**src/srenc_pkg.sv**
```systemverilog
package srenc_pkg;

    localparam int FRAC_BITS   = 16;
    localparam int VALUE_WIDTH = 32;

    // Widths of the fixed-point datapath
    localparam int P10W  = 27;                       // 10^8 fits
    localparam int MAGMW = 10;                       // |M| up to 512
    localparam int PRODW = VALUE_WIDTH + P10W;
    localparam int BSW   = MAGMW + P10W + 1;
    localparam int DEN0W = MAGMW + P10W;
    localparam int NUMW  = ((PRODW > BSW + FRAC_BITS) ? PRODW : BSW + FRAC_BITS) + 2;
    localparam int DENW  = DEN0W + FRAC_BITS;
    localparam int NW    = ((NUMW + 1 > DENW) ? NUMW + 1 : DENW) + 1;
    localparam int QB    = 10;                       // quotient bits; bit 9 flags overflow
    localparam int RW    = ((NW > DENW + QB) ? NW : DENW + QB) + 1;

    localparam int QDEPTH = 4;
    localparam int QPW    = $clog2(QDEPTH);

    localparam logic [1:0] MODE_SIGNED   = 2'd1;
    localparam logic [1:0] MODE_INVERTED = 2'd2;

    typedef enum logic [2:0] {
        CFG_COEFF_M   = 3'd0,
        CFG_OFFSET_B  = 3'd1,
        CFG_EXPONENT  = 3'd2,
        CFG_MODE      = 3'd3,
        CFG_THR_EN    = 3'd4,
        CFG_LOWER     = 3'd5,
        CFG_UPPER     = 3'd6
    } cfg_index_t;

    typedef struct packed {
        logic signed [9:0] coeff_m;
        logic signed [9:0] offset_b;
        logic signed [3:0] result_exponent;
        logic [1:0]        reading_mode;
        logic [5:0]        threshold_enable;
        logic [23:0]       lower_codes;
        logic [23:0]       upper_codes;
    } srenc_cfg_t;

    // One classified request: rounding numerator 2|num|+den and the raw divisor
    typedef struct packed {
        logic [NW-1:0]    n;
        logic [DEN0W-1:0] den;
        logic             neg;
        logic             mzero;
    } srenc_item_t;

    function automatic logic [P10W-1:0] pow10(input logic [3:0] k);
        logic [P10W-1:0] r;
        case (k)
            4'd0:    r = P10W'(1);
            4'd1:    r = P10W'(10);
            4'd2:    r = P10W'(100);
            4'd3:    r = P10W'(1000);
            4'd4:    r = P10W'(10000);
            4'd5:    r = P10W'(100000);
            4'd6:    r = P10W'(1000000);
            4'd7:    r = P10W'(10000000);
            4'd8:    r = P10W'(100000000);
            default: r = '0;
        endcase
        return r;
    endfunction

endpackage

```
**src/srenc_front.sv**
```systemverilog
module srenc_front import srenc_pkg::*; (
    input  logic                   aclk,
    input  logic                   aresetn,
    input  srenc_cfg_t             cfg,
    input  logic                   in_valid,
    output logic                   in_ready,
    input  logic [VALUE_WIDTH-1:0] in_value,
    output logic                   out_valid,
    input  logic                   out_ready,
    output srenc_item_t            out_item
);

    logic adv;

    // stage 1: scale products
    logic                          s1_valid_reg;
    logic [PRODW-1:0]              s1_prod_reg;
    logic signed [VALUE_WIDTH-1:0] s1_v_reg;
    logic                          s1_vneg_reg;
    logic signed [BSW-1:0]         s1_b_reg;
    logic [DEN0W-1:0]              s1_den_reg;
    logic                          s1_epos_reg;
    logic                          s1_mneg_reg;
    logic                          s1_mzero_reg;

    // stage 2: signed numerator
    logic                   s2_valid_reg;
    logic signed [NUMW-1:0] s2_num_reg;
    logic [DEN0W-1:0]       s2_den_reg;
    logic                   s2_mneg_reg;
    logic                   s2_mzero_reg;

    // stage 3: magnitude and sign
    logic             s3_valid_reg;
    logic [NUMW-1:0]  s3_mag_reg;
    logic [DEN0W-1:0] s3_den_reg;
    logic             s3_neg_reg;
    logic             s3_mzero_reg;

    logic                          epos;
    logic [3:0]                    k;
    logic [P10W-1:0]               p10;
    logic [VALUE_WIDTH-1:0]        vmag;
    logic [MAGMW-1:0]              mmag;
    logic signed [BSW-1:0]         b_next;
    logic [PRODW-1:0]              prod_next;
    logic [DEN0W-1:0]              den_next;
    logic signed [NUMW-1:0]        vterm;
    logic signed [NUMW-1:0]        bterm;
    logic signed [NUMW-1:0]        num_next;

    assign adv       = !(s3_valid_reg && !out_ready);
    assign in_ready  = adv;
    assign out_valid = s3_valid_reg;

    always_comb begin
        epos = !cfg.result_exponent[3] && (cfg.result_exponent != 4'sd0);
        k    = epos ? cfg.result_exponent : 4'(-cfg.result_exponent);
        p10  = pow10(k);
        vmag = in_value[VALUE_WIDTH-1] ? VALUE_WIDTH'(-in_value) : in_value;
        mmag = cfg.coeff_m[9] ? MAGMW'(-cfg.coeff_m) : MAGMW'(cfg.coeff_m);
        prod_next = PRODW'(vmag) * PRODW'(p10);
        if (epos) begin
            b_next = BSW'(cfg.offset_b) * BSW'($signed({1'b0, p10}));
        end else begin
            b_next = BSW'(cfg.offset_b);
        end
        den_next = DEN0W'(mmag) * DEN0W'(epos ? p10 : P10W'(1));
    end

    always_comb begin
        if (s1_epos_reg) begin
            vterm = NUMW'(s1_v_reg);
        end else if (s1_vneg_reg) begin
            vterm = -$signed(NUMW'(s1_prod_reg));
        end else begin
            vterm = $signed(NUMW'(s1_prod_reg));
        end
        bterm    = NUMW'(s1_b_reg) <<< FRAC_BITS;
        num_next = vterm - bterm;
    end

    always_ff @(posedge aclk) begin
        if (!aresetn) begin
            s1_valid_reg <= 1'b0;
            s2_valid_reg <= 1'b0;
            s3_valid_reg <= 1'b0;
        end else if (adv) begin
            s1_valid_reg <= in_valid;
            s2_valid_reg <= s1_valid_reg;
            s3_valid_reg <= s2_valid_reg;
        end
    end

    always_ff @(posedge aclk) begin
        if (adv) begin
            s1_prod_reg  <= prod_next;
            s1_v_reg     <= $signed(in_value);
            s1_vneg_reg  <= in_value[VALUE_WIDTH-1];
            s1_b_reg     <= b_next;
            s1_den_reg   <= den_next;
            s1_epos_reg  <= epos;
            s1_mneg_reg  <= cfg.coeff_m[9];
            s1_mzero_reg <= (cfg.coeff_m == 10'sd0);

            s2_num_reg   <= num_next;
            s2_den_reg   <= s1_den_reg;
            s2_mneg_reg  <= s1_mneg_reg;
            s2_mzero_reg <= s1_mzero_reg;

            s3_mag_reg   <= s2_num_reg[NUMW-1] ? NUMW'(-s2_num_reg) : NUMW'(s2_num_reg);
            s3_neg_reg   <= s2_num_reg[NUMW-1] ^ s2_mneg_reg;
            s3_den_reg   <= s2_den_reg;
            s3_mzero_reg <= s2_mzero_reg;
        end
    end

    // rounding numerator 2|num| + den, den = |M|*scale*2^F
    always_comb begin
        out_item.n     = (NW'(s3_mag_reg) << 1) + NW'({s3_den_reg, {FRAC_BITS{1'b0}}});
        out_item.den   = s3_den_reg;
        out_item.neg   = s3_neg_reg;
        out_item.mzero = s3_mzero_reg;
    end

endmodule

```
**config.mk**
```make
export PLATFORM = sky130hd
export DESIGN_NAME = srenc_front
export DESIGN_NICKNAME = d
export VERILOG_FILES = /design/src/srenc_pkg.sv /design/src/srenc_front.sv
export SDC_FILE = /design/constraint.sdc
export NUM_CORES = 2
export LEC_CHECK = 0
export ABC_AREA = 1
export BUFFER_PORTS_ARGS = -buffer_cell sky130_fd_sc_hd__buf_2
export CAP_MARGIN = 15
export CORE_MARGIN = 8
export CORE_UTILIZATION = 54
export CTS_CLUSTER_SIZE = 40
export DETAILED_ROUTE_END_ITERATION = 8
export PLACE_DENSITY = 0.82
export SLEW_MARGIN = 20
export SYNTH_ARGS = -nofsm -noshare
export SYNTH_HDL_FRONTEND = slang
export SYNTH_SLANG_ARGS = --single-unit
```
**constraint.sdc**
```tcl
create_clock -name aclk -period 29.7 [get_ports aclk]
set_input_delay 8.91 -clock aclk [delete_from_list [all_inputs] [get_ports aclk]]
set_output_delay 8.91 -clock aclk [all_outputs]
set_load 0.05 [all_outputs]
```
==> results.py <==
metrics = {
    "clocking": {
        "cts_buffers": 40,
        "hold_buffers": 0,
        "cts.clk_slew.worst_paths_ns": 0.06,
        "cts_resized": 0,
        "h-tree-depth": 2,
        "worstSkewPairLatency_ns": 0.59,
        "cts_tree": "built",
        "clockRootBuffer": "clkbuf_16",
        "postCtsSetupBuffers": 0,
        "clkSinkCount": 372,
        "cts_buffer_depth": 3,
    },
    "worst_setup_path": {
        "start_kind": "input port",
        "cp_slowest_stage_delay_ns": 0.63,
        "rr_worst_depth": 23,
        "critPathSlowestCell": "nor2_4",
        "path_buf_inv": 12,
        "path_delay_family": "adder cells",
        "critPathKind": "input port to flip-flop",
        "crit_fanout": 39,
        "critPathMostFrequentCell": "fa_1",
        "cp_data_required_time_ns": 30.04,
        "arrival_ns": 19.74,
        "cp.depth": 38,
        "cp-end-kind": "flip-flop",
    },
    "logic_synthesis": {
        "synth_edf_count": 369,
        "synth_top_area_cell": "fa_1",
        "ys_seq_area_share_pct": 16.5,
        "synth_common_cells": "nand2_1 (2043), inv_1 (1966), nor2_1 (1178)",
        "synth_area_leaders": "fa_1 (31%), edfxtp_1 (16%), nand2_1 (11%)",
        "ys.flop_type": "edfxtp_1",
        "syn_area_per_cell_um2": 7.66,
        "synthArstFlopShare_pct": 0,
        "synth_cell_type_count": 48,
        "synth_area_um2": 67700,
        "ys_ff_latch": 372,
        "yosysTopAreaCellShare_pct": 30.6,
        "yosysMostFrequentCell": "nand2_1",
        "yosysWarnings": 0,
        "syn-instance-count": 8831,
    },
    "sta": {
        "fin_crit_ns": 19.40,
        "min_period_over_period_pct": 65.3,
        "finClkSkew_ns": 0.0335,
        "maxSlewViolCount": 0,
        "slew_headroom_pct": 29.5,
        "finalSetupViolCount": 0,
        "setup_tns_ns": 0,
        "worstMarginPinSlew_ns": 1.05,
        "rsz0062_at_grt": "no",
        "fmax_mhz": 51.5,
        "hold_viol": 0,
    },
    "drt": {
        "first_pass_iters": 7,
        "num_vias": 60096,
        "drc_errors": 0,
        "drt-initial-drc-count": 5927,
        "totalWireLength_um": 222000,
        "ant_nets": 0,
        "routedWlPerCell_um": 20.9,
        "vias_per_cell": 5.65,
    },
    "job": {
        "drv_cap": 0,
    },
    "cells_and_area": {
        "layout-drive-gt1-share_pct": 3.94,
        "fin_util_pct": 57.3,
        "area_delta_synth_final_pct": 5.83,
        "nNetsFinal": 10629,
    },
    "status": {
        "status": "completed",
    },
    "floorplan": {
        "initial_core_util_pct": 54.2,
        "core-area_um2": 125000,
        "die_w_um": 370,
        "die_y_um": 370,
        "ioPinCount": 220,
        "rows": 130,
        "dieArea_um2": 137000,
    },
    "placed_design": {
        "portBuffers": 162,
        "post-dp-hpwl_um": 185000,
        "gp_congestion": 1.04,
    },
    "global_route": {
        "grt.total_usage_pct": 32.2,
        "grt_max_degree": 111,
        "antenna_found_initial": 17,
        "grt_pass1_wl_um": 342000,
        "first_global_vias": 61276,
        "grt_remaining_overflow": 0,
    },
    "hold_path": {
        "hold_class": "flip-flop to flip-flop",
        "whs_path_depth": 0,
    },
}
cell type report:
class | count | area, µm²
Sequential cell | 372 | 11100
Clock inverter | 27 | 262
Inverter | 2013 | 7560
Fill cell | 11326 | 53300
Clock buffer | 45 | 1020
Tap cell | 1650 | 2060
Timing Repair Buffer | 216 | 1220
Antenna cell | 13 | 32.5
Multi-Input combinational cell | 6292 | 48300
path summary, 6_finish.rpt:
| kind | from | end | slack [ns] |
|---|---|---|---|
| worst max-delay path | cfg[56] | s1_prod_reg[50] | 10.30 |
| worst min-delay path | s1_den_reg[20] | s2_den_reg[20] | 0.41 |
| worst max register to register | s1_prod_reg[1] | s2_num_reg[60] | 24.93 |
| worst min register to register | s1_den_reg[20] | s2_den_reg[20] | 0.41 |
kinds of logic after synthesis:
group / share of synthesized area, %
other cells: 0.0111
simple gates: 22.9
xor+xnor: 2.55
flops: 16.5
buf+inv: 12.4
compound gates: 5.00
fa+ha+maj: 40.6
through the flow:
| stage | instance area (µm²) | hold slack (ns) | std cells | setup WS, ns |
|---|---|---|---|---|
| global placement | 70300 | 0.403 | 10543 | 10.54 |
| detailed placement | 70300 | 0.405 | 10543 | 10.40 |
| floorplan | 67800 | 0.400 | 8870 | 4.40 |
| finish | 71600 | 0.412 | 10628 | 10.30 |
| global route | 71600 | 0.418 | 10620 | 10.33 |
| CTS | 71600 | 0.415 | 10615 | 10.61 |
routing by layer:
| layer | vias to the layer above | part of all wire (%) | track usage (%) |
|---|---|---|---|
| met5 | - | 0.031 | 0 |
| met4 | 8 | 7.2 | 18.6 |
| met3 | 877 | 11 | 6.38 |
| met2 | 3591 | 45 | 52.1 |
| met1 | 28709 | 37 | 40.3 |
| li1 | 26911 | - | - |
worst reg2reg max path, cell delays in order, from the launching register on:
cell and delay [ns]:
edfxtp_1 0.39, inv_1 0.09, ha_1 0.17, nand3_1 0.19, nor2_1 0.36, nand3_1 0.19, nor2_1 0.27, nand2_1 0.21
nor2_1 0.26, nand3_1 0.16, nand3b_1 0.13, nand2_1 0.22, ha_1 0.46, nand2_1 0.11, nor2_1 0.23, nand2_1 0.17
nor3_1 0.33, nand2_1 0.10, inv_1 0.07, nand2_1 0.05, nand3_1 0.19, inv_1 0.07, nand2_1 0.09, nand2_1 0.06
cells in the final DEF, fill, tap and decap left out, types with 6 or more instances in the layout:
cell,netlist,final
inv_1,1966,1965
fa_1,1033,1033
nand2_2,5,6
nor2_4,6,8
nor2_2,9,9
nand3b_1,21,21
o21ai_1,7,8
nor2_1,1178,1176
nand4_1,86,86
clkinv_2,0,7
o21a_1,8,8
nand3_1,376,376
o21bai_1,33,33
nor4_1,11,11
and2_1,8,8
o21ai_0,245,244
a21o_1,15,15
or2_2,16,16
xor2_1,140,137
buf_2,39,162
clkinv_1,19,27
conb_1,2,41
clkbuf_16,0,40
nand2_1,2043,2042
nor3_1,68,68
a21oi_1,301,301
buf_4,19,54
ha_1,545,545
a21boi_0,8,8
xnor2_1,57,57
diode_2,0,13
edfxtp_1,369,369
inv_2,28,28
Power is left out: the tool's default activity adds up to more than one toggle a clock period on the data nets, which glitch-free logic cannot reach.
