`src/srenc_pkg.sv`:
```
package srenc_pkg;

    localparam int FRAC_BITS   = 16;
    localparam int VALUE_WIDTH = 32;

    // Widths of the fixed-point datapath
    localparam int P10W  = 27;                       // 10^8 fits
    localparam int MAGMW = 10;                       // |M| up to 512
    localparam int PRODW = VALUE_WIDTH + P10W;
    localparam int BSW   = MAGMW + P10W + 1;
    localparam int DEN0W = MAGMW + P10W;
    localparam int NUMW  = ((PRODW > BSW + FRAC_BITS) ? PRODW : BSW + FRAC_BITS) + 2;
    localparam int DENW  = DEN0W + FRAC_BITS;
    localparam int NW    = ((NUMW + 1 > DENW) ? NUMW + 1 : DENW) + 1;
    localparam int QB    = 10;                       // quotient bits; bit 9 flags overflow
    localparam int RW    = ((NW > DENW + QB) ? NW : DENW + QB) + 1;

    localparam int QDEPTH = 4;
    localparam int QPW    = $clog2(QDEPTH);

    localparam logic [1:0] MODE_SIGNED   = 2'd1;
    localparam logic [1:0] MODE_INVERTED = 2'd2;

    typedef enum logic [2:0] {
        CFG_COEFF_M   = 3'd0,
        CFG_OFFSET_B  = 3'd1,
        CFG_EXPONENT  = 3'd2,
        CFG_MODE      = 3'd3,
        CFG_THR_EN    = 3'd4,
        CFG_LOWER     = 3'd5,
        CFG_UPPER     = 3'd6
    } cfg_index_t;

    typedef struct packed {
        logic signed [9:0] coeff_m;
        logic signed [9:0] offset_b;
        logic signed [3:0] result_exponent;
        logic [1:0]        reading_mode;
        logic [5:0]        threshold_enable;
        logic [23:0]       lower_codes;
        logic [23:0]       upper_codes;
    } srenc_cfg_t;

    // One classified request: rounding numerator 2|num|+den and the raw divisor
    typedef struct packed {
        logic [NW-1:0]    n;
        logic [DEN0W-1:0] den;
        logic             neg;
        logic             mzero;
    } srenc_item_t;

    function automatic logic [P10W-1:0] pow10(input logic [3:0] k);
        logic [P10W-1:0] r;
        case (k)
            4'd0:    r = P10W'(1);
            4'd1:    r = P10W'(10);
            4'd2:    r = P10W'(100);
            4'd3:    r = P10W'(1000);
            4'd4:    r = P10W'(10000);
            4'd5:    r = P10W'(100000);
            4'd6:    r = P10W'(1000000);
            4'd7:    r = P10W'(10000000);
            4'd8:    r = P10W'(100000000);
            default: r = '0;
        endcase
        return r;
    endfunction

endpackage

```
`src/srenc_back.sv`:
```
module srenc_back import srenc_pkg::*; (
    input  logic        aclk,
    input  logic        aresetn,
    input  srenc_cfg_t  cfg,
    input  logic        in_valid,
    input  srenc_item_t in_item,
    output logic        in_pop,
    output logic        m_valid,
    input  logic        m_ready,
    output logic [7:0]  m_reading,
    output logic [5:0]  m_events,
    output logic        m_saturated
);

    logic adv;

    // divider pipeline: stage 0 holds the request, stage j retires quotient bit QB-j
    logic             dv_valid_reg [QB+1];
    logic [RW-1:0]    dv_rem_reg   [QB+1];
    logic [DEN0W-1:0] dv_den_reg   [QB+1];
    logic [QB-1:0]    dv_q_reg     [QB+1];
    logic             dv_neg_reg   [QB+1];
    logic             dv_mz_reg    [QB+1];

    logic [RW-1:0]    rem_next [QB+1];
    logic [QB-1:0]    q_next   [QB+1];

    // clamp stage
    logic       cl_valid_reg;
    logic [7:0] cl_r_reg;
    logic       cl_sat_reg;

    // result register
    logic       out_valid_reg;
    logic [7:0] out_r_reg;
    logic [5:0] out_ev_reg;
    logic       out_sat_reg;

    logic       sgn;
    logic       inv;
    logic [7:0] r_next;
    logic       sat_next;
    logic [5:0] ev_next;

    assign adv    = !out_valid_reg || m_ready;
    assign in_pop = adv && in_valid;
    assign sgn    = (cfg.reading_mode == MODE_SIGNED) || (cfg.reading_mode == MODE_INVERTED);
    assign inv    = (cfg.reading_mode == MODE_INVERTED);

    assign m_valid     = out_valid_reg;
    assign m_reading   = out_r_reg;
    assign m_events    = out_ev_reg;
    assign m_saturated = out_sat_reg;

    // restoring step: compare against the doubled divisor shifted to the bit weight
    always_comb begin
        logic [RW-1:0] dsh;
        rem_next[0] = RW'(in_item.n);
        q_next[0]   = '0;
        for (int j = 1; j <= QB; j++) begin
            dsh = RW'({dv_den_reg[j-1], {(FRAC_BITS+1){1'b0}}}) << (QB - j);
            if (dv_rem_reg[j-1] >= dsh) begin
                rem_next[j] = dv_rem_reg[j-1] - dsh;
                q_next[j]   = dv_q_reg[j-1] | (QB'(1) << (QB - j));
            end else begin
                rem_next[j] = dv_rem_reg[j-1];
                q_next[j]   = dv_q_reg[j-1];
            end
        end
    end

    always_ff @(posedge aclk) begin
        if (!aresetn) begin
            for (int j = 0; j <= QB; j++) begin
                dv_valid_reg[j] <= 1'b0;
            end
            cl_valid_reg  <= 1'b0;
            out_valid_reg <= 1'b0;
        end else if (adv) begin
            dv_valid_reg[0] <= in_valid;
            for (int j = 1; j <= QB; j++) begin
                dv_valid_reg[j] <= dv_valid_reg[j-1];
            end
            cl_valid_reg  <= dv_valid_reg[QB];
            out_valid_reg <= cl_valid_reg;
        end
    end

    always_ff @(posedge aclk) begin
        if (adv) begin
            dv_rem_reg[0] <= rem_next[0];
            dv_q_reg[0]   <= q_next[0];
            dv_den_reg[0] <= in_item.den;
            dv_neg_reg[0] <= in_item.neg;
            dv_mz_reg[0]  <= in_item.mzero;
            for (int j = 1; j <= QB; j++) begin
                dv_rem_reg[j] <= rem_next[j];
                dv_q_reg[j]   <= q_next[j];
                dv_den_reg[j] <= dv_den_reg[j-1];
                dv_neg_reg[j] <= dv_neg_reg[j-1];
                dv_mz_reg[j]  <= dv_mz_reg[j-1];
            end
            cl_r_reg    <= r_next;
            cl_sat_reg  <= sat_next;
            out_r_reg   <= cl_r_reg;
            out_ev_reg  <= ev_next;
            out_sat_reg <= cl_sat_reg;
        end
    end

    // clamp the rounded quotient; a set top bit already means far out of range
    always_comb begin
        logic [QB-1:0] q;
        q        = dv_q_reg[QB];
        r_next   = 8'd0;
        sat_next = 1'b0;
        if (dv_mz_reg[QB]) begin
            r_next   = 8'd0;
            sat_next = 1'b0;
        end else if (dv_neg_reg[QB]) begin
            if (sgn) begin
                if (q > QB'(128)) begin
                    r_next   = 8'h80;
                    sat_next = 1'b1;
                end else begin
                    r_next = 8'(-q);
                end
            end else begin
                r_next   = 8'd0;
                sat_next = (q != '0);
            end
        end else begin
            if (q > (sgn ? QB'(127) : QB'(255))) begin
                r_next   = sgn ? 8'h7F : 8'hFF;
                sat_next = 1'b1;
            end else begin
                r_next = q[7:0];
            end
        end
    end

    // threshold compare, bytes taken signed in the signed modes
    always_comb begin
        logic signed [8:0] rx;
        logic signed [8:0] cx;
        logic [7:0]        code;
        logic              lower;
        rx = $signed({sgn & cl_r_reg[7], cl_r_reg});
        for (int i = 0; i < 6; i++) begin
            lower = (i < 3);
            code  = lower ? cfg.lower_codes[8*(i%3) +: 8] : cfg.upper_codes[8*(i%3) +: 8];
            cx    = $signed({sgn & code[7], code});
            if (!cfg.threshold_enable[i]) begin
                ev_next[i] = 1'b0;
            end else if (lower != inv) begin
                ev_next[i] = (rx <= cx);
            end else begin
                ev_next[i] = (rx >= cx);
            end
        end
    end

    a_sat_bound: assert property (@(posedge aclk) disable iff (!aresetn)
        (cl_valid_reg && cl_sat_reg) |->
            (cl_r_reg == 8'h00 || cl_r_reg == 8'hFF || cl_r_reg == 8'h80 || cl_r_reg == 8'h7F))
        else $error("saturated reading not at a range limit");

    a_zero_coeff: assert property (@(posedge aclk) disable iff (!aresetn)
        (adv && dv_valid_reg[QB] && dv_mz_reg[QB]) |=> (cl_r_reg == 8'h00 && !cl_sat_reg))
        else $error("zero coefficient gave nonzero reading");

    a_drain_order: assert property (@(posedge aclk) disable iff (!aresetn)
        (adv && cl_valid_reg) |=> out_valid_reg)
        else $error("clamped result lost before the output register");

endmodule
```
`config.mk`:
```
export PLATFORM = sky130hd
export DESIGN_NAME = srenc_back
export DESIGN_NICKNAME = d
export VERILOG_FILES = /design/src/srenc_pkg.sv /design/src/srenc_back.sv
export SDC_FILE = /design/constraint.sdc
export NUM_CORES = 2
export LEC_CHECK = 0
export BUFFER_PORTS_ARGS = -buffer_cell sky130_fd_sc_hd__buf_2
export CAP_MARGIN = 15
export CORE_AREA = 4 4 500 502
export DETAILED_ROUTE_END_ITERATION = 10
export DIE_AREA = 0 0 504 506
export GPL_TIMING_DRIVEN = 1
export HOLD_SLACK_MARGIN = 0.1
export PLACE_DENSITY = 0.48
export SETUP_SLACK_MARGIN = 0.02
export SLEW_MARGIN = 20
export SYNTH_ARGS = -nofsm -noshare
export SYNTH_HDL_FRONTEND = slang
export SYNTH_SLANG_ARGS = --single-unit
```
`constraint.sdc`:
```
create_clock -name aclk -period 31.4 [get_ports aclk]
set_clock_uncertainty 0.15 [all_clocks]
set_input_delay 0 -clock aclk [delete_from_list [all_inputs] [get_ports aclk]]
set_output_delay 0 -clock aclk [all_outputs]
set_load 0.01 [all_outputs]
```
==> out/qor.yml <==
final_hold_viol_count: 0
cts-htree-levels: 4
dp_hpwl_mm: 106
setup_viol: 0
die_x_um: 504
power.leakage_nw: 29.1
cp-end-kind: "flop"
synth_edf_count: 1112
critPathLaunchType: "flop"
die_h_um: 506
synthDistinctLibCells: 91
worstSetupStartpoint: "dv_rem_reg[5][31]$_DFFE_PN_"
layout-drive-gt1-share_pct: 8.43
syn_inst: 5492
first_iter_violations: 1887
whs_path_depth: 6
ios: 203
cts_tree: "yes"
gp_congestion: 0.874
final.period_utilization_pct: 15.4
post_cts_buffers: 0
max-cap-violations: 0
rsz0062_at_grt: "false"
synth_ff_type: "edfxtp_1"
worstMarginPinSlew_ps: 1200
syn_area_um2: 61200
area_delta_synth_final_pct: 18.3
die-area_um2: 255000
nets: 6512
initial_core_util_pct: 24.9
grt_use_total_pct: 10.9
largest_reg_flops: 639
core_um2: 245000
max-slew-margin-rel_pct: 17.6
timing.rr.start: "dv_rem_reg[5][31]$_DFFE_PN_"
clock-sinks: 1123
cts_buffers: 135
first_pass_iters: 5
critical_path_class: "reg2reg"
cts_buffer_depth: 3
gr-total-overflow: 0
wire_per_inst_um: 15.3
async_flop_share_pct: 0
grt_max_degree: 93
clk_pin_slew_ps: 60
period_minus_slack_ps: 4830
cts_root_buffer: "clkbuf_16"
routed_wl_mm: 141
r2r_end: "dv_rem_reg[6][24]$_DFFE_PN_"
cts_resized: 0
arrival_ps: 5200
vias_per_cell: 4.47
cp_max_fo: 44
grt_pass1_wl_mm: 227
rr_worst_depth: 10
min_to: "m_events[5]$_SDFFCE_PN0N_"
finalMaxSlewViolations: 0
fin_tns_setup_ps: 0
antenna_found_initial: 2
status: "finished, final reports clean"
synth-seq-cells: 1123
grt_pass1_vias: 42400
row_count: 182
ff2ff_setup_slack_ps: 26570
max_freq_mhz: 207
syn-num-nets: 6109
ys.warnings.count: 0
ant_nets: 0
drc_errors: 0
hp-class: "in2reg"
powerDensity_nw_per_um2: 86.8
syn_avg_cell_area_um2: 11.1
required_ps: 31770
ys_seq_area_share_pct: 55.0
port_buffers: 178
vias: 41200
hp-start: "cfg[23]"
clk_latency_ps: 800
post-route-util_pct: 29.5
vdd_drop_max_uv: 48.5
-- repair_timing --
item | 4_1_cts | 5_1_grt
hold buffers | 234 | 0
endpoints found under the hold margin | 166 | 0
setup endpoints to repair | 0 | 0
-- worst max path at each step --
stage | end | slack, ps | cells after the start
final | dv_rem_reg[6][24]$_DFFE_PN_ | 26570 | 10
after global routing | dv_rem_reg[2][30]$_DFFE_PN_ | 26170 | 12
after global placement | dv_rem_reg[2][29]$_DFFE_PN_ | 26380 | 11
after CTS | dv_rem_reg[2][30]$_DFFE_PN_ | 26330 | 12
after detailed placement | dv_rem_reg[2][30]$_DFFE_PN_ | 26370 | 11
after floorplan | dv_valid_reg[9]$_DFFE_PP_ | 15520 | 4
-- synth_stat cells (67+ instances only) --
cell type / number / share of area, %
nand4_1: 104 / 1.1
ha_1: 422 / 8.6
a21oi_1: 562 / 4.6
o21ai_0: 285 / 2.3
inv_1: 515 / 3.2
edfxtp_1: 1112 / 55
nor3_1: 67 / 0.55
clkbuf_1: 139 / 0.85
xor2_1: 138 / 2.0
nand3_1: 81 / 0.66
a21o_1: 205 / 2.5
nand2_1: 348 / 2.1
xnor2_1: 209 / 3.0
nor2_1: 434 / 2.7
-- metal layers --
metal,wire length (um),part of all wire (%),global-route usage (%),vias to the layer above
li1,-,-,-,21000
met1,62900,45,13.3,19200
met2,67100,48,18.7,744
met3,4490,3.2,1.78,300
met4,6160,4.4,4.96,0
met5,0,0,0,-
-- power breakdown --
part	leakage, nW	total, mW	switching, mW	internal [mW]
clock network	2.08	1.51	0.629	0.877
logic	15.3	2.47	1.41	1.06
registers	11.8	2.30	0.189	2.11
total	29.1	6.28	2.23	4.05
-- critical path: stages, from the launching register on --
cell,delay [ps]
edfxtp_1,410
ha_1,430
nand4_1,220
nor4_1,320
nand4_1,170
nor3_1,370
o21ai_0,290
a2111oi_0,660
or3_2,550
buf_4,520
mux2_2,420
-- through the flow --
stage          instance area (um2)  power (mW)  instances  worst slack (ps)  hold WS [ps]
2_1_floorplan                61200        4.13       5492             15520         -51.1
3_3_place_gp                 65700        4.76       8742             26380          26.7
3_5_place_dp                 65700        4.77       8742             26370          28.1
4_1_cts                      72300        6.35       9210             26330           122
5_1_grt                      72400        6.75       9213             26170           199
6_report                     72400        6.28       9213             26570           240
-- cell usage in the layout, fill, tap and decap left out, drive strengths merged, types with 67 or more instances in the layout --
cell	count
clkbuf	162
xnor2	209
buf	209
dlygate4sd3	234
nand3	81
nor3	67
nand2	348
inv	524
xor2	138
a21oi	564
o21ai	292
nor2	436
nand4	104
ha	422
edfxtp	1112
a21o	205
-- cell families after synthesis --
| logic type | after synthesis | share of synthesized area (%) |
|---|---|---|
| AO/OA/AOI/OAI | 1478 | 15.0 |
| AND/OR/NAND/NOR | 1351 | 10.6 |
| flip-flops | 1123 | 55.0 |
| XOR/XNOR | 347 | 4.97 |
| buffers and inverters | 693 | 4.31 |
| adder cells (fa/ha/maj) | 431 | 8.93 |
| multiplexers | 69 | 1.26 |
-- cell type report --
cell class              count  area (um2)
clock buffers             162        3500
repair buffers            443        3510
fillers                 24900      173000
inverters                 516        1940
diodes                      1        2.50
clock inverters            72         795
multi-input cells        3676       25000
well taps                3220        4030
flip-flops and latches   1123       33600
Note: power is estimated with default switching activity, not from simulation.
