### src/srenc_pkg.sv
package srenc_pkg;

    localparam int FRAC_BITS   = 16;
    localparam int VALUE_WIDTH = 32;

    // Widths of the fixed-point datapath
    localparam int P10W  = 27;                       // 10^8 fits
    localparam int MAGMW = 10;                       // |M| up to 512
    localparam int PRODW = VALUE_WIDTH + P10W;
    localparam int BSW   = MAGMW + P10W + 1;
    localparam int DEN0W = MAGMW + P10W;
    localparam int NUMW  = ((PRODW > BSW + FRAC_BITS) ? PRODW : BSW + FRAC_BITS) + 2;
    localparam int DENW  = DEN0W + FRAC_BITS;
    localparam int NW    = ((NUMW + 1 > DENW) ? NUMW + 1 : DENW) + 1;
    localparam int QB    = 10;                       // quotient bits; bit 9 flags overflow
    localparam int RW    = ((NW > DENW + QB) ? NW : DENW + QB) + 1;

    localparam int QDEPTH = 4;
    localparam int QPW    = $clog2(QDEPTH);

    localparam logic [1:0] MODE_SIGNED   = 2'd1;
    localparam logic [1:0] MODE_INVERTED = 2'd2;

    typedef enum logic [2:0] {
        CFG_COEFF_M   = 3'd0,
        CFG_OFFSET_B  = 3'd1,
        CFG_EXPONENT  = 3'd2,
        CFG_MODE      = 3'd3,
        CFG_THR_EN    = 3'd4,
        CFG_LOWER     = 3'd5,
        CFG_UPPER     = 3'd6
    } cfg_index_t;

    typedef struct packed {
        logic signed [9:0] coeff_m;
        logic signed [9:0] offset_b;
        logic signed [3:0] result_exponent;
        logic [1:0]        reading_mode;
        logic [5:0]        threshold_enable;
        logic [23:0]       lower_codes;
        logic [23:0]       upper_codes;
    } srenc_cfg_t;

    // One classified request: rounding numerator 2|num|+den and the raw divisor
    typedef struct packed {
        logic [NW-1:0]    n;
        logic [DEN0W-1:0] den;
        logic             neg;
        logic             mzero;
    } srenc_item_t;

    function automatic logic [P10W-1:0] pow10(input logic [3:0] k);
        logic [P10W-1:0] r;
        case (k)
            4'd0:    r = P10W'(1);
            4'd1:    r = P10W'(10);
            4'd2:    r = P10W'(100);
            4'd3:    r = P10W'(1000);
            4'd4:    r = P10W'(10000);
            4'd5:    r = P10W'(100000);
            4'd6:    r = P10W'(1000000);
            4'd7:    r = P10W'(10000000);
            4'd8:    r = P10W'(100000000);
            default: r = '0;
        endcase
        return r;
    endfunction

endpackage

### src/srenc_fifo.sv
module srenc_fifo import srenc_pkg::*; (
    input  logic        aclk,
    input  logic        aresetn,
    input  logic        push,
    input  srenc_item_t push_item,
    output logic        full,
    input  logic        pop,
    output logic        empty,
    output srenc_item_t head_item
);

    srenc_item_t      mem_reg [QDEPTH];
    logic [QPW-1:0]   wp_reg;
    logic [QPW-1:0]   rp_reg;
    logic [QPW:0]     cnt_reg;

    assign full      = (cnt_reg == (QPW+1)'(QDEPTH));
    assign empty     = (cnt_reg == '0);
    assign head_item = mem_reg[rp_reg];

    always_ff @(posedge aclk) begin
        if (!aresetn) begin
            wp_reg  <= '0;
            rp_reg  <= '0;
            cnt_reg <= '0;
        end else begin
            if (push) begin
                wp_reg <= wp_reg + 1'b1;
            end
            if (pop) begin
                rp_reg <= rp_reg + 1'b1;
            end
            if (push && !pop) begin
                cnt_reg <= cnt_reg + 1'b1;
            end else if (pop && !push) begin
                cnt_reg <= cnt_reg - 1'b1;
            end
        end
    end

    always_ff @(posedge aclk) begin
        if (push) begin
            mem_reg[wp_reg] <= push_item;
        end
    end

    a_no_overflow: assert property (@(posedge aclk) disable iff (!aresetn)
        push |-> !full)
        else $error("queue written while full");

    a_no_underflow: assert property (@(posedge aclk) disable iff (!aresetn)
        pop |-> !empty)
        else $error("queue read while empty");

    a_count_bound: assert property (@(posedge aclk) disable iff (!aresetn)
        cnt_reg <= (QPW+1)'(QDEPTH))
        else $error("queue count beyond depth");

endmodule

### config.mk
export PLATFORM = sky130hd
export DESIGN_NAME = srenc_fifo
export DESIGN_NICKNAME = d
export VERILOG_FILES = /design/src/srenc_pkg.sv /design/src/srenc_fifo.sv
export SDC_FILE = /design/constraint.sdc
export NUM_CORES = 1
export LEC_CHECK = 0
export ABC_AREA = 1
export BUFFER_PORTS_ARGS = -buffer_cell sky130_fd_sc_hd__buf_4
export CORE_MARGIN = 2
export CORE_UTILIZATION = 40
export DETAILED_ROUTE_END_ITERATION = 10
export GPL_TIMING_DRIVEN = 0
export HOLD_SLACK_MARGIN = 0.12
export REMOVE_ABC_BUFFERS = 1
export SLEW_MARGIN = 20
export SYNTH_ARGS = -nofsm -noshare
export SYNTH_HDL_FRONTEND = slang
export SYNTH_SLANG_ARGS = --single-unit
### constraint.sdc
create_clock -name aclk -period 3.4 [get_ports aclk]
set_input_delay 0.34 -clock aclk [delete_from_list [all_inputs] [get_ports aclk]]
set_output_delay 0.34 -clock aclk [all_outputs]
set_load 0.01 [all_outputs]
==> results.ini, run 1 <==
[run_status]
status = finished, final reports clean

[clocking]
root_buffer = clkbuf_16
clkSlewWorstSetupHoldPaths_ns = 0.06
clk_latency_ns = 0.56
h-tree-depth = 2
cts_resized = 0
cts_tree = done
cts_buffers = 42
cts.sink_count = 417
cts_buffer_depth = 3

[yosys]
synth_cell_type_count = 19
synthMuxAreaShare = 0
yosys_warnings = 0
syn_inst = 1044
synthSimpleGateAreaFrac = 0.0541
synth-seq-cells = 417
synth_compound_area_frac = 0.110
synth_xor_area_frac = 0
netlist_area_um2 = 15500
synthAdderAreaFrac = 0.00532
ys_seq_area_frac = 0.802
synth_top_family_by_area = compound AO/OA/AOI/OAI gates
postSynthAreaPerCell_um2 = 14.9

[floorplan]
die_h_um = 201
core_um2 = 38500
rows = 72
die_area_um2 = 40400
ioPinCount = 210
start_util = 0.403
die_w_um = 201

[routing]
wl_mm = 34.3
route.detailed.drc = 0
first_pass_iters = 9
wl_per_cell_um = 18.1
drt-vias-per-instance = 5.04
vias = 9565
postRouteAntennaNets = 0
drt_iter0_markers = 431

[worst_setup_path]
critPathMaxStageDelay_ns = 0.74
cp_cell_sequence = buf_16 -> inv_12 -> buf_16 -> o21ai_0 -> o22ai_1 -> buf_4
slowest_stage = dfxtp_4
worstSetupPathType = reg -> out
startpoint_type = flop
critical_path.top_delay_family = buffers and inverters
arrival_ns = 2.80
crit_path_end_kind = output port
crit_top_cell = buf_16
critPathRequiredTime_ns = 3.06
path_max_fanout = 120
cp_num_buf_inv = 4

[global_routing]
groute.usage.overall = 0.170
grt_pass1_wl_mm = 54.0
grt_pass1_vias = 9763
grt.overflow.total = 0
antenna_found_initial = 1
grt_max_degree = 121

[timing]
hold_violations = 0
clock.fmax_mhz = 318
skew_ns = 0.0227
finalSetupViolCount = 0
rsz0062_at_grt = no
post-route-period-util = 0.924
min_period_ns = 3.14
hold_slack_ns = 0.441
worst_pin_slew_ns = 0.605
maxSlewHeadroom = 0.597
finalMaxSlewViolations = 0

[power]
peakVddDrop_uv = 509
powerDensity_nw_per_um2 = 575
leakage_nw = 6.98

[layout]
final_core_utilization = 0.520
layout-drive-gt1-share = 0.206
nets = 1459
postLayoutCellArea_um2 = 20000
largest_reg_flops = 408
area_delta_synth_final_pct = 28.9

[hold_path]
hp-class = reg -> reg

[place]
dpl-instance-area_um2 = 17700
hpwl_mm = 17.9
io_buffers = 209
gp_congestion = 0.687

[run]
max_cap_violations = 0

-- power by group --
part,switching [mW],leakage [nW],internal (mW)
combinational,0.700,2.54,0.546
clock,1.83,0.619,2.48
sequential,0.0684,3.82,5.88
-- timing repair --
| action | in CTS | in global routing |
|---|---|---|
| setup buffers | 0 | 0 |
| hold buffers | 105 | 0 |
| hold endpoints to repair | 417 | 0 |
-- cells in the mapped netlist --
cell / n / share of area
inv_1: 16 / 0.0039
edfxtp_1: 408 / 0.79
buf_2: 19 / 0.0061
o22ai_1: 102 / 0.041
nor3_1: 2 / 0.00065
fa_1: 1 / 0.0013
o21ai_1: 60 / 0.019
inv_4: 1 / 0.00040
nand3_1: 1 / 0.00032
clkbuf_2: 3 / 0.00097
dfxtp_1: 9 / 0.012
nand4_1: 1 / 0.00040
nor2_1: 209 / 0.051
ha_1: 5 / 0.0040
o21ai_0: 150 / 0.048
a21oi_1: 4 / 0.0013
nand2_1: 9 / 0.0022
buf_6: 14 / 0.010
clkbuf_1: 30 / 0.0073
-- placed cells by master (no fill, tap or decap), drive strengths merged, types with 13 or more instances in the layout --
cell type and count:
buf 220, clkbuf 57, clkinv 13, dlygate4sd3 105
edfxtp 408, inv 18, nor2 209, o21ai 210
o22ai 102
-- worst reg2reg max path, delay by kind of cell, from the launching register on --
| family | cells | cell delay [ns] |
|---|---|---|
| AND/OR/NAND/NOR | 1 | 0.12 |
| adder cells (fa/ha/maj) | 1 | 0.16 |
| buffers and inverters | 3 | 0.72 |
| flip-flops | 1 | 0.33 |
-- cell type report --
| class | instances | area, µm² |
|---|---|---|
| multi-input combinational | 544 | 2630 |
| sequential | 417 | 12400 |
| fill | 3239 | 18500 |
| clock inverter | 17 | 139 |
| clock buffer | 57 | 1130 |
| antenna | 1 | 2.50 |
| timing repair buffer | 325 | 2890 |
| tap | 518 | 648 |
| inverter | 17 | 111 |
-- per-layer routing --
metal,up-vias,GRT usage,routed length (µm)
met5,-,0,0
met4,0,0.0532,667
met3,44,0.0417,1980
met2,225,0.283,16600
met1,4740,0.221,15100
li1,4556,-,-
-- cell families after synthesis --
logic type               after synthesis
AND/OR/NAND/NOR                      222
buffers and inverters                 83
AO/OA/AOI/OAI                        316
flip-flops                           417
adder cells (fa/ha/maj)                6
-- per-stage QoR --
step / setup TNS (ns) / instances / setup slack, ns / total power, mW
final: 0 / 1896 / 0.258 / 11.5
after global placement: -1330.72 / 1705 / -7.47 / 7.22
after CTS: 0 / 1895 / 0.218 / 11.6
after detailed placement: 0 / 1716 / 0.831 / 7.22
after global routing: 0 / 1896 / 0.0378 / 11.9
after floorplan: -236.83 / 978 / -2.36 / 6.57
-- path summary, 6_finish.rpt --
check,startpoint,slack (ns),depth (start not counted),to
min,rp_reg[1]$_SDFFE_PN0P_,0.44,1,flop
max,flop,0.26,6,head_item[86]
max reg2reg,wp_reg[0]$_SDFFE_PN0P_,1.53,5,mem_reg[0][76]$_DFFE_PP_
min reg2reg,rp_reg[1]$_SDFFE_PN0P_,0.44,1,flop
Power figures use the tool's default switching activity.
==> run 2: changes to the inputs <==
--- a/config.mk
+++ b/config.mk
@@ -13,7 +13,7 @@
 export GPL_TIMING_DRIVEN = 0
 export HOLD_SLACK_MARGIN = 0.12
 export REMOVE_ABC_BUFFERS = 1
-export SLEW_MARGIN = 20
+export SETUP_SLACK_MARGIN = 0.5
 export SYNTH_ARGS = -nofsm -noshare
 export SYNTH_HDL_FRONTEND = slang
 export SYNTH_SLANG_ARGS = --single-unit
==> run 2 against run 1 <==
Net effect: combinational power grew 3%; sequential power is essentially flat; routed wire length grew 5.9%; power grew 1.5%; utilization grew 0.30 points; largest power group unchanged.
==> results.ini, run 2 (same netlist as run 1, synthesis figures left out) <==
[worst_setup_path]
rr_worst_depth = 5  ; unchanged
crit_top_cell = buf_16  ; unchanged
arrival_ns = 2.33  ; was 2.80 ns
startpoint_type = flop  ; unchanged
crit_path_end_kind = output port  ; unchanged
crit_end = head_item[13]  ; was head_item[86]
r2r_slack_ns = 1.51  ; was 1.53 ns
worstSetupPathType = reg -> out  ; unchanged
slowest_stage = dfxtp_4  ; unchanged
critPathMaxStageDelay_ns = 0.58  ; was 0.74 ns
critical_path.top_delay_family = buffers and inverters  ; unchanged
reg2reg_to = mem_reg[0][60]$_DFFE_PP_  ; was mem_reg[0][76]$_DFFE_PP_
path_max_fanout = 53  ; was 120
cp_cell_sequence = buf_16 -> inv_16 -> buf_16 -> o21ai_0 -> o22ai_1 -> buf_4  ; was buf_16 -> inv_12 -> buf_16 -> o21ai_0 -> o22ai_1 -> buf_4
r2r-start = wp_reg[0]$_SDFFE_PN0P_  ; unchanged
cp.depth = 6  ; unchanged
critPathRequiredTime_ns = 3.06  ; about the same
cp_num_buf_inv = 4  ; unchanged

[global_routing]
grt_max_degree = 91  ; was 121
grt.overflow.total = 0  ; unchanged
antenna_found_initial = 2  ; was 1
grt_use_met3 = 0.0461  ; was 0.0417
grt_pass1_vias = 9884  ; was 9763
groute.usage.overall = 0.179  ; was 0.170
grt_pass1_wl_mm = 55.9  ; was 54.0 mm
grt_use_met1 = 0.237  ; was 0.221
busiest_layer = met2  ; unchanged
met2_usage = 0.294  ; was 0.283

[layout]
area_delta_synth_final_pct = 29.7  ; was 28.9%
largest_reg_flops = 408  ; unchanged
nets = 1463  ; was 1459
final_core_utilization = 0.523  ; was 0.520
layout-drive-gt1-share = 0.210  ; was 0.206
final_cell_mix = edfxtp_1, nor2_1, buf_4, o21ai_0, dlygate4sd3_1  ; unchanged
fill_cells = 3261  ; was 3239
final_common_cell = edfxtp_1  ; unchanged

[floorplan]
die_area_um2 = 40400  ; unchanged
core_um2 = 38500  ; unchanged
rows = 72  ; unchanged
start_util = 0.403  ; unchanged
die_h_um = 201  ; unchanged
die_w_um = 201  ; unchanged
ioPinCount = 210  ; unchanged

[clocking]
cts_buffer_depth = 3  ; unchanged
h-tree-depth = 2  ; unchanged
cts_buffers = 43  ; was 42
clkSlewWorstSetupHoldPaths_ns = 0.06  ; about the same
cts_tree = done  ; unchanged
root_buffer = clkbuf_16  ; unchanged
clk_latency_ns = 0.55  ; was 0.56 ns
cts.sink_count = 417  ; unchanged

[timing]
finalSetupViolCount = 0  ; unchanged
hold_slack_ns = 0.454  ; was 0.441 ns
hold_violations = 0  ; unchanged
rsz0062_at_grt = no  ; unchanged
skew_ns = 0.0199  ; was 0.0227 ns
min_period_ns = 2.67  ; was 3.14 ns
worst_pin_slew_ns = 0.564  ; was 0.605 ns
maxSlewHeadroom = 0.624  ; was 0.597
finalMaxSlewViolations = 0  ; unchanged
post-route-period-util = 0.785  ; was 0.924
clock.fmax_mhz = 375  ; was 318 MHz

[routing]
drt_iter0_markers = 509  ; was 431
drt-vias-per-instance = 5.02  ; was 5.04
first_pass_iters = 5  ; was 9
wl_per_cell_um = 19.1  ; was 18.1 µm
wl_mm = 36.3  ; was 34.3 mm
route.detailed.drc = 0  ; unchanged
postRouteAntennaNets = 0  ; unchanged
vias = 9557  ; was 9565

[run]
max_cap_violations = 0  ; unchanged

[power]
leakage_nw = 7.04  ; was 6.98 nW
powerDensity_nw_per_um2 = 580  ; was 575 nW/µm²
peakVddDrop_uv = 499  ; was 509 µV

[hold_path]
hp-class = reg -> reg  ; unchanged

[place]
hpwl_mm = 17.6  ; was 17.9 mm
io_buffers = 209  ; unchanged
gp_congestion = 0.687  ; unchanged

[run_status]
status = finished, final reports clean  ; unchanged

-- run 2: cell types whose count changed in the layout (fill, tap and decap cells not counted) --
cell	delta
clkbuf_8	+1
inv_12	-1
inv_8	-4
clkbuf_16	+1
bufinv_16	+1
buf_12	-3
inv_16	+1
buf_16	+3
buf_6	+1
clkinv_2	+2
inv_6	+5
clkinv_4	+1
clkbuf_1	-2
-- run 2: what timing repair did --
| action | CTS | global route |
|---|---|---|
| hold buffers | 105 | 0 |
| resized for setup | 2 | 2 |
| hold endpoints to repair | 417 | 0 |
| setup buffers | 2 | 0 |
| endpoints found under the setup margin | 53 | 34 |
| gates cloned | 2 | 1 |
-- run 2: final cells by class --
| type | instances | area, µm² | area share |
|---|---|---|---|
| Sequential cell | 417 | 12400 | 0.619 |
| Timing Repair Buffer | 327 | 2950 | 0.147 |
| Clock buffer | 56 | 1130 | 0.0564 |
| Clock inverter | 21 | 188 | 0.00933 |
| Inverter | 17 | 105 | 0.00523 |
| Multi-Input combinational cell | 544 | 2630 | 0.131 |
| Antenna cell | 1 | 2.50 | 0.000124 |
| Timing Repair inverter | 1 | 8.76 | 0.000436 |
| Tap cell | 518 | 648 | 0.0322 |
-- run 2: routing by layer --
metal	wire length, µm	vias up
met5	0	-
met4	643	0
met3	2160	48
met2	17300	242
met1	16200	4710
li1	-	4557
-- run 2: worst min-delay path by stage --
stage	from	end	slack, ns	depth (start not counted)
6_report	rp_reg[1]$_SDFFE_PN0P_	flop	0.45	1
5_1_grt	rp_reg[1]$_SDFFE_PN0P_	flop	0.48	1
4_1_cts	rp_reg[1]$_SDFFE_PN0P_	flop	0.45	1
3_5_place_dp	rp_reg[1]$_SDFFE_PN0P_	flop	0.44	1
3_3_place_gp	rp_reg[1]$_SDFFE_PN0P_	flop	0.42	1
2_1_floorplan	rp_reg[1]$_SDFFE_PN0P_	flop	0.41	1
-- run 2: through the flow --
stage	setup WS, ns	setup TNS (ns)	power, mW	cells	instance area (µm²)
after floorplan	-2.36	-236.83	6.57	978	15100
after global placement	-7.47	-1330.72	7.22	1705	17300
after detailed placement	0.737	0	7.21	1714	17600
after global routing	0.572	0	12.1	1902	20100
after CTS	0.524	0	11.8	1900	20100
final	0.730	0	11.7	1902	20100
-- run 2: where the power goes --
group / switching [mW] / internal (mW)
logic: 0.731 / 0.556
clock network: 1.86 / 2.58
registers: 0.0654 / 5.88
total: 2.65 / 9.02
